==> config.mk <==
export PLATFORM = sky130hd
export DESIGN_NAME = pfic_outq
export DESIGN_NICKNAME = d
export VERILOG_FILES = /design/src/pfic_pkg.sv /design/src/pfic_outq.sv
export SDC_FILE = /design/constraint.sdc
export NUM_CORES = 1
export LEC_CHECK = 0
export BUFFER_PORTS_ARGS = -buffer_cell sky130_fd_sc_hd__buf_2
export CAP_MARGIN = 20
export CORE_AREA = 2 2 287 289
export DETAILED_ROUTE_END_ITERATION = 10
export DIE_AREA = 0 0 289 291
export GPL_ROUTABILITY_DRIVEN = 0
export PLACE_DENSITY = 0.62
export SKIP_LAST_GASP = 1
export SYNTH_ARGS = -nofsm -noshare
export SYNTH_HDL_FRONTEND = slang
export SYNTH_SLANG_ARGS = --single-unit
==> constraint.sdc <==
create_clock -name clk -period 32.4 [get_ports clk]
set_input_delay 6.48 -clock clk [delete_from_list [all_inputs] [get_ports clk]]
set_output_delay 6.48 -clock clk [all_outputs]
set_load 0.01 [all_outputs]
==> src/pfic_pkg.sv <==
// ----------------------------------------------------------------------------
// pfic_pkg
// Shared types and constants of the per-flow interval count statistics unit.
// ----------------------------------------------------------------------------
`default_nettype none
package pfic_pkg;

    localparam int ROW_BITS  = 10;
    localparam int NROWS     = 1 << ROW_BITS;
    localparam int RIDX_W    = (ROW_BITS > 0) ? ROW_BITS : 1;
    localparam int ABITS_W   = 4;

    localparam logic [0:0] REG_INTERVAL_US = 1'b0;
    localparam logic [0:0] REG_AGG_BITS    = 1'b1;

    // Classified packet passed from front to back.
    typedef struct packed {
        logic              ok;
        logic [RIDX_W-1:0] row;
        logic              rolled;
        logic [15:0]       len;
        logic [31:0]       intervals;
        logic [63:0]       total;
    } job_t;

    // Result handed to the output queue.
    typedef struct packed {
        logic        accepted;
        logic [9:0]  row_used;
        logic        rolled_over;
        logic [31:0] interval_pkts;
        logic [47:0] sum_of_counts;
        logic [63:0] sum_of_squares;
        logic [47:0] row_packets;
        logic [63:0] row_bytes;
        logic [31:0] intervals_closed;
        logic [63:0] total_packets;
    } res_t;

endpackage
`default_nettype wire

==> src/pfic_outq.sv <==
// ----------------------------------------------------------------------------
// pfic_outq
// Two-entry result queue in front of the pop side.
// ----------------------------------------------------------------------------
`default_nettype none
module pfic_outq
    import pfic_pkg::*;
(
    input  wire logic clk,
    input  wire logic rst_n,
    input  wire logic in_valid,
    input  wire res_t in_res,
    output logic      in_take,
    output logic      empty,
    output res_t      head,
    input  wire logic pop
);

    res_t       ent_reg [2];
    logic       wp_reg, rp_reg;
    logic [1:0] cnt_reg;
    logic       push_q, pop_q;

    assign in_take   = in_valid && (cnt_reg != 2'd2);
    assign push_q    = in_take;
    assign empty     = cnt_reg == 2'd0;
    assign pop_q     = pop && !empty;
    assign head      = ent_reg[rp_reg];

    always_ff @(posedge clk)
    begin
        if (push_q)
            ent_reg[wp_reg] <= in_res;
    end

    always_ff @(posedge clk or negedge rst_n)
    begin
        if (!rst_n)
        begin
            wp_reg  <= 1'b0;
            rp_reg  <= 1'b0;
            cnt_reg <= '0;
        end
        else
        begin
            if (push_q)
                wp_reg <= ~wp_reg;
            if (pop_q)
                rp_reg <= ~rp_reg;
            cnt_reg <= cnt_reg + {1'b0, push_q} - {1'b0, pop_q};
        end
    end

endmodule
`default_nettype wire

# Word level (Yosys, flattened, before mapping)
# Memories as Yosys holds them, arrays and structs flattened.
# Index checks and enable logic that the tools add are counted.
# W data, S select, Z words.
# op_classes
n_eq_ne	1
addsub	2
reduce_logical	4
n_bitwise	2
n_mux	2
# ops
op	count
$add A2 B1 Y2	1
$logic_and A1 B1 Y1	2
$logic_not A2 Y1	1
$mux W1	2
$ne A2 B2 Y1 const B	1
$not A1 Y1	2
$sub A2 B1 Y2	1
$logic_not A1 Y1	1
# word_totals
output_inout_bits	366
input_bits	368
ff_bits	4
memories	1
word_cells	15
mem_bits_rw	728
# mem_list
name	words	word_bits	read_ports	rd_ports_with_merged_regs	wr	line	source
ent_reg	2	364	1	0	1	pfic_outq.sv:19	res_t ent_reg [2];

# Logic depth before layout (Yosys ltp)
# depth
depth_word	4
depth_mapped	7
mapped_depth_nobuf	7

# Worst setup path before layout
# Ideal clock, no wire load.
# synth_path
kind	input-to-reg
startpoint	input port in_valid
endpoint	memory ent_reg[0][0] (netlist name), enable pin
path_buffers	0
arrival_time_ns	21.750
slack_ns	9.550
required_ns	31.300
setup_time_ns	1.100
stages	2
path_cell_list	o21ai_0 > nor2_1
# synth_between
elab_chain_len	3
# synth_lines
item	line	source
start: declaration	pfic_outq.sv:11	input wire logic in_valid,
$logic_and A1 B1 Y1	pfic_outq.sv:24	assign in_take = in_valid && (cnt_reg != 2'd2);
$mux W1	pfic_outq.sv:32	if (push_q)
$mux W1 (not written as such)	pfic_outq.sv:33	ent_reg[wp_reg] <= in_res;
end: declaration	pfic_outq.sv:19	
# Every way passes these cells.

# Worst setup path after layout
# layout_path
startpoint	input port in_valid
endpoint	output port in_take
# layout_between
elab_chain_len	1
# layout_lines
item	line	source
$logic_and A1 B1 Y1	pfic_outq.sv:24	
end: declaration	pfic_outq.sv:13	output logic in_take,
# Every way passes these cells.

==> results.py <==
metrics = {
    "detailed_routing": {
        "wl_met2_um": 31300,
        "avgViaCountPerCell": 4.42,
        "wl_met3_um": 5410,
        "wl_per_cell_um": 19.5,
        "firstDrtPassIters": 4,
        "top_layer": "met5",
        "routed_wl_um": 60100,
        "met1_length_um": 20900,
        "drtIter0Drc": 641,
        "ant_nets": 0,
        "drc": 0,
        "vias": 13600,
    },
    "clock_tree": {
        "clock-sinks": 732,
        "clockRootBuffer": "clkbuf_16",
        "htree_levels": 3,
        "cts_resized": 0,
        "cts_hold_buffers": 0,
        "cts_tree": "yes",
        "cts.reportedPaths.clkPinSlew_ns": 0.06,
        "insertion_delay_ns": 0.62,
        "cts_inserted_buffers": 78,
        "cts_buffer_depth": 3,
        "cts_setup_buffers": 0,
    },
    "setup_path": {
        "critPathKind": "in -> out",
        "crit_path_start": "in_valid",
        "worstPathRequired_ns": 25.92,
        "rrSetupSlack_ns": 28.35,
        "r2r_start": "cnt_reg[1]",
        "crit_arrival_ns": 7.25,
        "end_kind": "output port",
        "startpoint_type": "input pin",
        "cp_max_fo": 4,
    },
    "min_path": {
        "hp-class": "reg -> reg",
        "hp-start": "cnt_reg[1]",
    },
    "pwr": {
        "powerDensity_nw_per_um2": 90.9,
        "leakagePower_uw": 0.0126,
        "peakVddDrop_mv": 0.0612,
    },
    "synthesis": {
        "synthesis.nets": 1523,
        "synthCells": 1153,
        "yosys.area.top_type": "edfxtp_1",
        "synth_top_area_share_pct": 81.8,
        "ys_seq_elements": 732,
        "synth_cell_type_count": 14,
        "ys_seq_area_share_pct": 82.2,
        "synth.area.top_cells": "edfxtp_1 (82%), mux2_2 (14%), buf_6 (1.7%)",
        "postSynthAreaPerCell_um2": 23.2,
        "synth_area_um2": 26700,
        "yosysWarnings": 0,
    },
    "finish": {
        "layout_common_cells": "buf_2 (733), edfxtp_1 (728), mux2_2 (332)",
        "area_delta_synth_final_pct": 26.7,
        "utilization_pct": 41.7,
        "nets": 2307,
        "design_area_um2": 33900,
        "post_route_cells_drive_above_1_share_pct": 60.7,
        "final_common_cell": "buf_2",
        "fill_cells": 7297,
        "largest_register_ffs": 728,
    },
    "sta": {
        "post-route-period-util_pct": 42.4,
        "slew_headroom_pct": 21.2,
        "rsz0062_at_grt": "false",
        "layout_setup_ws_ns": 18.67,
        "fin_worst_skew_ns": 0.0281,
        "setup_viol": 0,
        "worstMarginPinSlew_ns": 1.18,
        "hold_viol": 0,
        "fin_tns_setup_ns": 0,
        "finalCriticalPeriod_ns": 13.73,
        "report.final.slew_viol_count": 0,
        "fmaxAchievable_ghz": 0.0728,
    },
    "die": {
        "dieArea_um2": 84100,
        "chipHeight_um": 291,
        "initial_core_util_pct": 32.9,
        "die_x_um": 289,
        "core_area_um2": 81200,
        "io_pins": 734,
        "num_rows": 105,
    },
    "flow_run": {
        "cap_violations": 0,
    },
    "place": {
        "dp_slack_ns": 18.67,
        "postPlaceCellArea_um2": 31400,
        "dpl.hpwl_um": 40900,
        "port_buffers": 733,
    },
    "global_route": {
        "grt_max_degree": 157,
        "grt_pass1_wl_um": 87200,
        "grt_util_all_layers_pct": 13.7,
        "gr-total-overflow": 0,
        "first_global_vias": 14600,
        "antenna_found_initial": 17,
    },
    "run_status": {
        "outcome": "complete, no violations",
    },
}
==> final timing paths <==
check	endpoint	depth (start not counted)
worst max-delay path	in_take	4
worst min-delay path	cnt_reg[1]	1
worst max register to register	ent_reg[0][228]	6
worst min register to register	cnt_reg[1]	1
max in group asynchronous	rp_reg	1
min in group asynchronous	rp_reg	1
==> cell families after synthesis <==
| family | after synthesis | share of synthesized area, % |
|---|---|---|
| flip-flops | 732 | 82.2 |
| multiplexers | 364 | 15.8 |
| buffers and inverters | 46 | 1.77 |
| XOR/XNOR | 4 | 0.131 |
| AND/OR/NAND/NOR | 4 | 0.0655 |
| adder cells (fa/ha/maj) | 2 | 0.0936 |
| AO/OA/AOI/OAI | 1 | 0.0187 |
==> final cells by class <==
class | instances | area (µm²) | area share (%)
Clock inverter | 39 | 365 | 1.08
Inverter | 5 | 18.8 | 0.0554
Antenna cell | 12 | 30.0 | 0.0887
Sequential cell | 732 | 22000 | 64.9
Timing Repair Buffer | 745 | 3800 | 11.2
Multi-Input combinational cell | 375 | 4310 | 12.7
Clock buffer | 99 | 2030 | 6.00
Tap cell | 1070 | 1340 | 3.95
==> report_power, final <==
part	leakage, µW	total [µW]	internal, µW	switching (µW)
clock	0.00117	836	479	357
sequential	0.00681	1350	1300	53.8
combinational	0.00458	890	388	502
total	0.0126	3080	2160	913
==> worst max-delay path, cell delays in order <==
cell	delay, ns
buf_2	0.10
o21ai_0	0.31
inv_1	0.17
buf_2	0.19
==> Yosys cell counts <==
cell,instances
edfxtp_1,728
mux2_2,332
buf_6,40
mux2_4,30
inv_1,5
dfrtp_1,4
nor2_1,3
xnor2_1,3
ha_1,2
mux2_1,2
buf_2,1
nor2b_1,1
o21ai_0,1
xor2_1,1
==> metal layers <==
| metal | GRT usage, % | vias to the layer above |
|---|---|---|
| li1 | - | 6212 |
| met1 | 14.1 | 6676 |
| met2 | 24.5 | 555 |
| met3 | 5.09 | 152 |
| met4 | 6.19 | 12 |
| met5 | 0 | - |
==> metrics by stage <==
step / instances / total power (µW) / hold WS [ns]
final: 3077 / 3080 / 0.533
after global routing: 3076 / 3220 / 0.556
after global placement: 2927 / 2260 / 0.488
after CTS: 3065 / 3120 / 0.525
after detailed placement: 2927 / 2280 / 0.513
after floorplan: 1153 / 2090 / 0.467
Note: power is estimated with default switching activity, not from simulation.
