### config.mk
export PLATFORM = sky130hd
export DESIGN_NAME = pfic_front
export DESIGN_NICKNAME = d
export VERILOG_FILES = /design/src/pfic_pkg.sv /design/src/pfic_front.sv
export SDC_FILE = /design/constraint.sdc
export NUM_CORES = 1
export LEC_CHECK = 0
export ABC_AREA = 0
export BUFFER_PORTS_ARGS = -buffer_cell sky130_fd_sc_hd__buf_4
export CORE_UTILIZATION = 51
export DETAILED_ROUTE_END_ITERATION = 8
export GPL_ROUTABILITY_DRIVEN = 0
export PLACE_DENSITY = 0.78
export SLEW_MARGIN = 20
export SYNTH_ARGS = -nofsm -noshare
export SYNTH_HDL_FRONTEND = slang
export SYNTH_SLANG_ARGS = --single-unit
### constraint.sdc
create_clock -name clk -period 10.75 [get_ports clk]
set_input_delay 2.15 -clock clk [delete_from_list [all_inputs] [get_ports clk]]
set_output_delay 2.15 -clock clk [all_outputs]
set_load 0.05 [all_outputs]
### src/pfic_pkg.sv
// ----------------------------------------------------------------------------
// pfic_pkg
// Shared types and constants of the per-flow interval count statistics unit.
// ----------------------------------------------------------------------------
`default_nettype none
package pfic_pkg;

    localparam int ROW_BITS  = 10;
    localparam int NROWS     = 1 << ROW_BITS;
    localparam int RIDX_W    = (ROW_BITS > 0) ? ROW_BITS : 1;
    localparam int ABITS_W   = 4;

    localparam logic [0:0] REG_INTERVAL_US = 1'b0;
    localparam logic [0:0] REG_AGG_BITS    = 1'b1;

    // Classified packet passed from front to back.
    typedef struct packed {
        logic              ok;
        logic [RIDX_W-1:0] row;
        logic              rolled;
        logic [15:0]       len;
        logic [31:0]       intervals;
        logic [63:0]       total;
    } job_t;

    // Result handed to the output queue.
    typedef struct packed {
        logic        accepted;
        logic [9:0]  row_used;
        logic        rolled_over;
        logic [31:0] interval_pkts;
        logic [47:0] sum_of_counts;
        logic [63:0] sum_of_squares;
        logic [47:0] row_packets;
        logic [63:0] row_bytes;
        logic [31:0] intervals_closed;
        logic [63:0] total_packets;
    } res_t;

endpackage
`default_nettype wire

### src/pfic_front.sv
// ----------------------------------------------------------------------------
// pfic_front
// Accepts packets, tracks the interval end and classifies each packet.
// ----------------------------------------------------------------------------
`default_nettype none
module pfic_front
    import pfic_pkg::*;
(
    input  wire logic         clk,
    input  wire logic         rst_n,
    input  wire logic         take,
    input  wire logic [63:0]  timestamp_us,
    input  wire logic [31:0]  aggregate_id,
    input  wire logic [15:0]  packet_length,
    input  wire logic [31:0]  interval_us,
    input  wire logic [3:0]   agg_bits,
    output job_t              job
);

    logic [63:0] end_reg;
    logic        armed_reg;
    logic [31:0] num_reg;
    logic [63:0] all_reg;
    logic [63:0] end_eff;
    logic [63:0] new_end;
    logic        rolled;
    logic [3:0]  bits;
    logic        ok;

    always_comb
    begin
        new_end = timestamp_us + {32'd0, interval_us};
        end_eff = armed_reg ? end_reg : new_end;
        rolled  = timestamp_us > end_eff;
        bits    = (agg_bits > 4'(ROW_BITS)) ? 4'(ROW_BITS) : agg_bits;
        if (bits == 4'd0)
            ok = 1'b1;
        else
            ok = (aggregate_id >> bits) == 32'd0;
        job.ok        = ok;
        job.row       = (bits == 4'd0) ? '0 : aggregate_id[RIDX_W-1:0];
        job.rolled    = rolled;
        job.len       = packet_length;
        job.intervals = num_reg + {31'd0, rolled};
        job.total     = all_reg + 64'd1;
    end

    always_ff @(posedge clk or negedge rst_n)
    begin
        if (!rst_n)
        begin
            end_reg   <= '0;
            armed_reg <= 1'b0;
            num_reg   <= '0;
            all_reg   <= '0;
        end
        else if (take)
        begin
            armed_reg <= 1'b1;
            end_reg   <= rolled ? new_end : end_eff;
            num_reg   <= job.intervals;
            all_reg   <= job.total;
        end
    end

endmodule
`default_nettype wire

-- Yosys cells after proc, flatten, opt, wreduce, memory -nomap -nowiden
Index checks and enable logic that the tools add are counted.
- output and inout bits: 124
- latch bits: 0
- memories: 0
- memory bits (read-only): 0
- word-level logic and storage cells: 17
- flip-flop bits (word level): 161
- bits in writable memories: 0
- shift-type cells: 1
- muxes and demuxes: 5
- order comparisons: 2
- multipliers: 0
- divide/modulo/power cells: 0
- equality and inequality tests: 0
- add/subtract/negate cells: 3
- bitwise gates (word level): 0
- reduce and logical (&&, ||, !) cells: 2
- operators with widths (cell ; count):
    64-bit 2-to-1 mux ; 2
    64-bit by 1-bit adder with 64-bit output, second input constant ; 1
    64-bit by 32-bit adder with 64-bit output ; 1
    64-bit greater-than comparator ; 1
    32-bit by 1-bit adder with 32-bit output ; 1
    32-bit logical NOT ; 1
    32-bit by 4-bit >> shifter with 32-bit output ; 1
    10-bit 2-to-1 mux ; 1
    4-bit greater-than comparator, second input constant ; 1
    4-bit logical NOT ; 1
    4-bit 2-to-1 mux ; 1
    1-bit 2-to-1 mux ; 1

-- Logic depth before layout (Yosys ltp)
Gate-level depths: netlist (run 1).
- word-level depth: 5
- depth in mapped cells: 33

-- Least setup slack after synthesis (run 1)
No wires, ideal clock.
- path type: input -> output
- start point: input port timestamp_us[8]
- end point: output port job[91] (netlist bit)
- data required time: 8600 ps
- arrival: 9128 ps
- cell stages on the path: 28
- setup slack: -528 ps
- path through: ha_1 -> nand4_2 -> nor4_1 -> nor4b_1 -> nor3_2 -> a21oi_2 -> o31ai_4 -> a31oi_1 -> buf_2 -> or3_1 -> a31o_1 -> ha_1 -> nand4_1 -> or4_1 -> nor4_2 -> nand2_1 -> o211a_1 -> a21oi_1 -> ha_1 -> and3_1 -> and3_1 -> nand3_1 -> nor3_1 -> and3_1 -> and3_1 -> clkbuf_1 -> nand3_1 -> xnor2_1
- RTL lines (element ; line ; text):
    start: declaration ; pfic_front.sv:12 ; input wire logic [63:0] timestamp_us,
    end: declaration ; pfic_front.sv:17 ; output job_t job

==> reports/summary.txt, run 1 <==
launching point of the worst reg2reg path: armed_reg
final hold vios: 0
clock tree buffer depth: 2
total of max-cap violations: 0
Worst Tran Pin Value: 1.11 ns
crit-path max FO: 7
Final Critical Period: 10.63 ns
via count: 12.5k
Critical Path RT: 8.60 ns
clk sink count: 161
Core ar.: 25500 um^2
hold_buf cts: 0
antenna violations before repair: 0
met3 GRT Util: 0.0657
WP buf/inv: 5
final WL: 37600 um
grt ovf: 0
Critical Path AT: 8.48 ns
WL/cell: 17.9 um
Syn Nets: 1770
Tot GR Track Use: 0.273
EDFF count, synth: 0
Critical-path top delay cell: or4_4
Hold Crit Start: all_reg[63]
layout cell share with drive strength beyond 1: 0.265
status: finished, final reports clean
nets: 2010
# DRC: 0
CP top delay family: simple AND/OR/NAND/NOR gates
syn_area_per_cell: 8.80 um^2
VDD IR max: 269 uV
biggest cell delay along the critical path: 0.60 ns
Static Leak: 0.00765 uW
Hold Path Class: flop to flop
sequential power share: 0.311
CP Capture Type: output port
Starting Density: 0.525
Core Rows: 58
DIE WIDTH: 164 um
Worst R2R Setup Slack: 4.86 ns
fmax: 94.0 MHz
vias per cell: 5.96
Finished Core Util: 0.664
Post-Syn Area: 13400 um^2
Tcrit/Tclk final: 0.989
Sw Share: 0.398
total power draw: 2730 uW
Layout area overhead: 26.6%
PortBufs: 242
Synth cell types: 68
Yosys reg bits: 161
sequential area share after synthesis: 0.302
CP Launch Point: timestamp_us[0]
Max Slew Vio Count: 0
post-detail-place hpwl: 27200 um
number of synthesis warnings: 0
detailed router's first-iteration violation count: 1072
clock latency on the worst-skew pair: 0.44 ns
critical path type: input pin to output port
grt met2 use: 0.449
Startpoint Class: input pin
Clk pwr share: 0.239
met1 usage: 0.352
main flop type after synthesis: dfrtp_1
CTS HTree Levels: 4
DIE HEIGHT: 164 um
commonest non-fill, non-tap cells in the layout: buf_4 (293), dfrtp_1 (161), nand2_1 (138)
TritonCTS clock tree: yes
ant diodes: 0
DR pass1 iterations: 7
# setup viols final: 0
Mapped Cells: 1519
Inserted Clock Buffers: 17
ANT nets after route: 0
Combinational Power Share: 0.451
I/O pin cnt: 275
slew margin rel.: 0.262
Cell Pwr Density: 162 nW/um^2
layer with the highest usage: met2
P_int: 1650 uW
Die Area: 26800 um^2
worst clock skew: 0.0152 ns
largest net degree at the start of global routing: 84
Worst-path clk slew: 0.08 ns
Root Driver: clkbuf_16
vias in the first global route: 11.9k
first-pass GRT wire length: 58700 um
most common cell after layout, fill and taps aside: buf_4
Post-synth ARST share: 1.00
switching pwr: 1090 uW
## synthesized netlist by cell type, drive strengths merged, types with 4 or more instances
cell    number  area [um^2]
dfrtp      161         4030
nand2      138          518
xnor2      132         1160
nor2       118          443
ha          99         1240
xor2        95          832
nand3       84          420
a21oi       69          349
nand4       53          338
mux2        51          574
mux2i       47          470
and3        46          288
clkbuf      43          165
nor3        41          215
buf         40          240
o21ai       34          170
nor4        33          213
a21o        28          210
inv         28          105
nor2b       25          156
a31oi       16          100
a211oi      13         97.6
a31o        13          114
o211ai       9         67.6
and4         8         70.1
nand2b       8         50.1
o31ai        8         73.8
or3          7         43.8
and2         6         37.5
o21a         6         45.0
or2          6         37.5
or4          6         45.0
a311oi       5         50.0
a221o        4         40.0
a221oi       4         35.0
nor4b        4         41.3
o31a         4         35.0
## metrics by stage
step,instances,TNS [ns],hold WS (ns),instance area (um^2),worst slack (ns)
global placement,2054,0,0.473,15700,0.0884
global route,2102,-2.27,0.516,16900,-0.206
detailed placement,2054,-0.285,0.476,15700,-0.0791
floorplan,1519,0,0.461,13500,0.00463
CTS,2086,-0.0989,0.491,16400,-0.0283
finish,2102,0,0.486,16900,0.116
## power groups by stage
stage | Sequential [uW] | Clock, uW | Combinational [uW]
finish | 849 | 652 | 1230
global route | 867 | 686 | 1340
CTS | 845 | 663 | 1180
detailed placement | 855 | 0 | 1170
global placement | 846 | 0 | 1140
floorplan | 824 | 0 | 874
## path summary, 6_finish.rpt
kind,endpoint,cells after the start
setup / recovery,job[90],33
hold / removal,all_reg[63],1
setup reg to reg,num_reg[28],24
hold reg to reg,all_reg[63],1
max in group asynchronous,all_reg[50],3
min in group asynchronous,end_reg[20],1
## routing by layer
layer,up-vias,share of wire
met5,-,0
met4,0,0.021
met3,65,0.080
met2,504,0.48
met1,6008,0.42
li1,5942,-
## cell type report
cell class | instances | area [um^2]
Clock buffer | 17 | 425
Sequential cell | 161 | 4030
Clock inverter | 15 | 205
Inverter | 28 | 105
Fill cell | 2007 | 8560
Timing Repair Buffer | 304 | 2360
Multi-Input combinational cell | 1247 | 9370
Tap cell | 330 | 413
## repair_timing
item	CTS	global route
hold endpoints to repair	0	0
pin swaps	0	28
cloned	0	1
setup buffers	0	14
setup endpoints to repair	9	22
resized for setup	5	68
## logic make-up after synthesis
logic type               share of synthesized area
adder cells (fa/ha/maj)                     0.0942
flip-flops                                   0.302
AND/OR/NAND/NOR                              0.223
XOR/XNOR                                     0.149
multiplexers                                0.0782
AO/OA/AOI/OAI                                0.116
buffers and inverters                       0.0382
No activity file was read; power rests on OpenSTA's default activity.
==> inputs of run 2 (changes only) <==
CORE_UTILIZATION = 40   (was 51)
CTS_BUF_LIST = sky130_fd_sc_hd__clkbuf_16   (was unset)
PLACE_DENSITY = unset   (was 0.78)
==> run 2 against run 1 <==
- largest power group unchanged
- die area is 27% higher
- flip-flop and latch count stayed put
- global-route usage is 5.1 points lower
- critical endpoint is now job[92]
- highest routed layer unchanged
- worst hold slack better by 0.010 ns
- sequential power is 0.5% lower
- design area is 1.8% higher
- sequential share of layout area is 0.41 points lower
- critical path type unchanged
- non-clock buffer count is 21 higher
==> reports/summary.txt, run 2 (synthesis gave the netlist of run 1 again) <==
Final Critical Period: 10.57 ns (was 10.63 ns)
DIE WIDTH: 185 um (was 164 um)
critical path type: input pin to output port (unchanged)
sequential power share: 0.311 (about the same)
antenna violations before repair: 1 (was 0)
post-route cell area: 17200 um^2 (was 16900 um^2)
Hold Path Stages: 1 (unchanged)
via count: 12.2k (was 12.5k)
first-pass GRT wire length: 60000 um (was 58700 um)
TritonCTS clock tree: yes (unchanged)
PortBufs: 242 (unchanged)
Combinational Power Share: 0.457 (was 0.451)
Die Area: 34100 um^2 (was 26800 um^2)
I/O pin cnt: 275 (unchanged)
# DRC: 0 (unchanged)
Critical-path top delay cell: or4_4 (unchanged)
Starting Density: 0.409 (was 0.525)
WL/cell: 17.0 um (was 17.9 um)
final hold vios: 0 (unchanged)
Finished Core Util: 0.526 (was 0.664)
crit-path max FO: 7 (unchanged)
Static Leak: 0.00771 uW (was 0.00765 uW)
Worst-path clk slew: 0.07 ns (was 0.08 ns)
status: finished, final reports clean (unchanged)
CP Capture Type: output port (unchanged)
P_int: 1660 uW (was 1650 uW)
clk sink count: 161 (unchanged)
Clk pwr share: 0.231 (was 0.239)
Worst Hold End: all_reg[63] (unchanged)
grt ovf: 0 (unchanged)
total of max-cap violations: 0 (unchanged)
CTS HTree Levels: 4 (unchanged)
Hold Crit Start: all_reg[63] (unchanged)
Root Driver: clkbuf_16 (unchanged)
setup slack after layout: 0.178 ns (was 0.116 ns)
switching pwr: 1050 uW (was 1090 uW)
vias per cell: 5.46 (was 5.96)
Core Rows: 66 (was 58)
post-detail-place hpwl: 28200 um (was 27200 um)
clock tree buffer depth: 2 (unchanged)
setup TNS: 0 ns (unchanged)
CP Launch Point: timestamp_us[0] (unchanged)
slew margin rel.: 0.405 (was 0.262)
reg-to-reg endpoint: num_reg[26] (was num_reg[28])
Tcrit/Tclk final: 0.983 (was 0.989)
Cell Pwr Density: 158 nW/um^2 (was 162 nW/um^2)
worst r2r path cells: 25 (was 24)
DIE HEIGHT: 185 um (was 164 um)
commonest non-fill, non-tap cells in the layout: buf_4 (313), dfrtp_1 (161), nand2_1 (138) (was buf_4 (293), dfrtp_1 (161), nand2_1 (138))
VDD IR max: 120 uV (was 269 uV)
Inserted Clock Buffers: 17 (unchanged)
most common cell after layout, fill and taps aside: buf_4 (unchanged)
Layout area overhead: 28.8% (was 26.6%)
Top cell by count, worst path: buf_4
Worst Tran Pin Value: 0.884 ns (was 1.11 ns)
Hold Path Class: flop to flop (unchanged)
Critical Path RT: 8.60 ns (about the same)
final WL: 38100 um (was 37600 um)
Tot GR Track Use: 0.222 (was 0.273)
vias in the first global route: 11.9k (about the same)
Critical Path AT: 8.42 ns (was 8.48 ns)
Startpoint Class: input pin (unchanged)
fmax: 94.6 MHz (was 94.0 MHz)
DR pass1 iterations: 6 (was 7)
detailed router's first-iteration violation count: 690 (was 1072)
# setup viols final: 0 (unchanged)
layout cell share with drive strength beyond 1: 0.277 (was 0.265)
biggest cell delay along the critical path: 0.58 ns (was 0.60 ns)
launching point of the worst reg2reg path: armed_reg (unchanged)
Sw Share: 0.387 (was 0.398)
worst clock skew: 0.0141 ns (was 0.0152 ns)
Max Slew Vio Count: 0 (unchanged)
Setup Slack @ Placement: -0.162 ns (was -0.0791 ns)
clock latency on the worst-skew pair: 0.45 ns (was 0.44 ns)
Core ar.: 32700 um^2 (was 25500 um^2)
largest net degree at the start of global routing: 73 (was 84)
Placement Cell Area: 16000 um^2 (was 15700 um^2)
nets: 2031 (was 2010)
ANT nets after route: 0 (unchanged)
Worst R2R Setup Slack: 5.09 ns (was 4.86 ns)
[run 2: area by class of cell]
class,count,area [um^2]
fillers,3040,15500
multi-input cells,1247,9430
clock inverters,15,155
flip-flops and latches,161,4030
clock buffers,17,425
repair buffers,325,2510
inverters,28,105
diodes,1,2.50
well taps,442,553
[run 2: worst max-delay path, delay by kind of cell]
kind,cells,cell delay [ns]
buffers and inverters,6,0.86
AND/OR/NAND/NOR,13,2.31
adder cells (fa/ha/maj),5,1.00
XOR/XNOR,2,0.39
multiplexers,1,0.12
AO/OA/AOI/OAI,7,1.56
[run 2: metrics by stage]
stage / total power (uW) / instances / hold slack [ns]
after floorplan: 1700 / 1519 / 0.461
after global placement: 2020 / 2188 / 0.476
after detailed placement: 2040 / 2188 / 0.484
after CTS: 2680 / 2220 / 0.498
after global routing: 2910 / 2236 / 0.510
final: 2720 / 2236 / 0.496
[run 2: how the worst max path moves through the flow]
stage / end / slack [ns] / depth (start not counted)
2_1_floorplan: job[91] / 0.005 / 28
3_3_place_gp: job[90] / -0.04 / 31
3_5_place_dp: job[93] / -0.16 / 33
4_1_cts: job[91] / -0.02 / 34
5_1_grt: job[94] / -0.09 / 35
6_report: job[92] / 0.18 / 34
[run 2: per-layer routing]
metal  GRT usage  up-vias  part of all wire
li1            -     5971                 -
met2       0.364      320              0.47
met3      0.0599       47             0.065
met4      0.0698        0             0.020
met1       0.281     5865              0.44
met5           0        -                 0
[run 2: repair_timing]
| item | in CTS | in global routing |
|---|---|---|
| buffers inserted | 0 | 14 |
| resized for setup | 13 | 73 |
| hold buffers | 0 | 0 |
| gates cloned | 0 | 1 |
| pin swaps | 0 | 30 |
| setup endpoints to repair | 11 | 23 |
[run 2: power by group through the flow]
stage	Clock, uW	Sequential (uW)	Combinational [uW]
2_1_floorplan	0	824	874
3_3_place_gp	0	848	1170
3_5_place_dp	0	854	1190
4_1_cts	645	843	1190
5_1_grt	668	867	1380
6_report	628	845	1240
==> inputs of run 3 (changes only) <==
PLACE_DENSITY = 0.69   (was unset)
==> run 3 against run 2 <==
- routed wire length up 1.9%
- setup slack worse by 0.00077 ns
- final cell count increased by 0.22%
- core utilization increased by 0.34 points
- register-to-register slack worse by 0.56 ns
- sequential power hardly changed
- combinational power about the same
- critical path type unchanged
- clock skew fell by 0.0025 ns
- sequential share of layout area down 0.15 points
- flip-flop and latch count unchanged
- design area increased by 0.65%
- count of clock-buffer cells in the layout unchanged
==> reports/summary.txt, run 3 (synthesis gave the netlist of run 1 again) <==
status: finished, final reports clean (unchanged)
critical path depth: 34 (unchanged)
nets: 2037 (was 2031)
Worst-path clk slew: 0.07 ns (about the same)
ant diodes: 0 (was 1)
Cell Pwr Density: 158 nW/um^2 (about the same)
first-pass GRT wire length: 60800 um (was 60000 um)
worst r2r path cells: 28 (was 25)
vias in the first global route: 12.0k (was 11.9k)
vias per cell: 5.55 (was 5.46)
# DRC: 0 (unchanged)
via count: 12.4k (was 12.2k)
WP buf/inv: 6 (unchanged)
largest net degree at the start of global routing: 73 (unchanged)
clk sink count: 161 (unchanged)
Die Area: 34100 um^2 (unchanged)
switching pwr: 1060 uW (was 1050 uW)
biggest cell delay along the critical path: 0.43 ns (was 0.58 ns)
grt ovf: 0 (unchanged)
ANT nets after route: 0 (unchanged)
DR pass1 iterations: 5 (was 6)
Core Rows: 66 (unchanged)
TritonCTS clock tree: yes (unchanged)
Worst Tran Pin Value: 0.911 ns (was 0.884 ns)
Static Leak: 0.00782 uW (was 0.00771 uW)
critical path type: input pin to output port (unchanged)
Critical Path AT: 8.42 ns (about the same)
WL/cell: 17.3 um (was 17.0 um)
Critical-path top delay cell: or3_4 (was or4_4)
slew margin rel.: 0.387 (was 0.405)
final WL: 38800 um (was 38100 um)
sequential power share: 0.311 (about the same)
worst clock skew: 0.0116 ns (was 0.0141 ns)
Core ar.: 32700 um^2 (unchanged)
Layout area overhead: 29.6% (was 28.8%)
detailed router's first-iteration violation count: 633 (was 690)
antenna violations before repair: 0 (was 1)
Critical Path RT: 8.60 ns (about the same)
clock latency on the worst-skew pair: 0.44 ns (was 0.45 ns)
commonest non-fill, non-tap cells in the layout: buf_4 (317), dfrtp_1 (161), nand2_1 (137) (was buf_4 (313), dfrtp_1 (161), nand2_1 (138))
layout cell share with drive strength beyond 1: 0.284 (was 0.277)
DIE WIDTH: 185 um (unchanged)
PortBufs: 242 (unchanged)
filler cell count: 3019 (was 3040)
clock tree buffer depth: 2 (unchanged)
Max Slew Vio Count: 0 (unchanged)
Tot GR Track Use: 0.222 (about the same)
crit-path max FO: 5 (was 7)
Inserted Clock Buffers: 17 (unchanged)
total power draw: 2730 uW (was 2720 uW)
Final Critical Period: 10.57 ns (about the same)
final hold vios: 0 (unchanged)
VDD IR max: 173 uV (was 120 uV)
WHS: 0.491 ns (was 0.496 ns)
total of max-cap violations: 0 (unchanged)
Startpoint Class: input pin (unchanged)
Root Driver: clkbuf_16 (unchanged)
Worst Hold End: all_reg[63] (unchanged)
reg-to-reg endpoint: num_reg[26] (unchanged)
Starting Density: 0.409 (unchanged)
Clk pwr share: 0.229 (was 0.231)
DIE HEIGHT: 185 um (unchanged)
I/O pin cnt: 275 (unchanged)
CP top delay family: simple AND/OR/NAND/NOR gates (unchanged)
CTS HTree Levels: 4 (unchanged)
most common cell after layout, fill and taps aside: buf_4 (unchanged)
fmax: 94.6 MHz (about the same)
Tcrit/Tclk final: 0.983 (about the same)
Sw Share: 0.390 (was 0.387)
Worst R2R Setup Slack: 4.53 ns (was 5.09 ns)
Hold Path Stages: 1 (unchanged)
post-route cell area: 17300 um^2 (was 17200 um^2)
Placement Cell Area: 16000 um^2 (about the same)
launching point of the worst reg2reg path: armed_reg (unchanged)
Combinational Power Share: 0.460 (was 0.457)
# setup viols final: 0 (unchanged)
P_int: 1670 uW (was 1660 uW)
Hold Path Class: flop to flop (unchanged)
Hold Crit Start: all_reg[63] (unchanged)
Finished Core Util: 0.530 (was 0.526)
post-detail-place hpwl: 28600 um (was 28200 um)
CP Capture Type: output port (unchanged)
setup TNS: 0 ns (unchanged)
==> run 3: changes by cell type in the layout (fill, tap and decap cells not counted), sizes merged <==
cell	before	now
inv	34	33
clkinvlp	1	2
clkbuf	18	17
buf	324	331
diode	1	0
==> run 3: worst register-to-register path: cells and delay by family (launching register included) <==
kind,cells,cell delay (ns)
buffers and inverters,5,1.77
and+or+nand+nor,13,2.42
adders and majority gates,3,0.59
DFF,1,0.36
AOI/OAI and AO/OA,6,0.82
xor gates and xnor gates,1,0.15
==> run 3: power by group through the flow <==
stage,Clock (uW),Combinational (uW),Sequential [uW]
5_1_grt,662,1370,867
3_3_place_gp,0,1170,847
4_1_cts,639,1210,845
2_1_floorplan,0,874,824
3_5_place_dp,0,1200,855
6_report,626,1260,848
==> run 3: cell type report <==
class / instances / area, um^2 / area share
multi-input combinational: 1247 / 9520 / 0.549
sequential: 161 / 4030 / 0.233
timing repair buffer: 331 / 2530 / 0.146
tap: 442 / 553 / 0.0319
clock buffer: 17 / 425 / 0.0246
clock inverter: 15 / 158 / 0.00910
inverter: 28 / 105 / 0.00607
==> run 3: per-layer routing <==
layer  vias up  track usage  wire, um
li1       5986            -         -
met1      5994        0.285     17000
met2       396        0.371     18400
met3        60       0.0524      2650
met4         0       0.0592       749
met5         -            0         0
==> run 3: worst max-delay path by stage <==
stage                          startpoint      end  slack, ns
after floorplan           timestamp_us[8]  job[91]      0.005
after global placement    timestamp_us[0]  job[95]      -0.09
after detailed placement  timestamp_us[0]  job[95]      -0.28
after CTS                 timestamp_us[0]  job[95]      0.001
after global routing      timestamp_us[0]  job[92]      -0.08
final                     timestamp_us[0]  job[92]       0.18
==> run 3: through the flow <==
step / instances / worst slack [ns]
3_5_place_dp: 2194 / -0.280
4_1_cts: 2228 / 0.00148
5_1_grt: 2241 / -0.0833
3_3_place_gp: 2194 / -0.0947
2_1_floorplan: 1519 / 0.00463
6_report: 2241 / 0.178
==> run 3: timing repair <==
action	4_1_cts	5_1_grt
endpoints found under the setup margin	16	23
resized for setup	29	74
buffers inserted	2	12
pin swaps	2	34
hold buffers	0	0
cloned	0	1
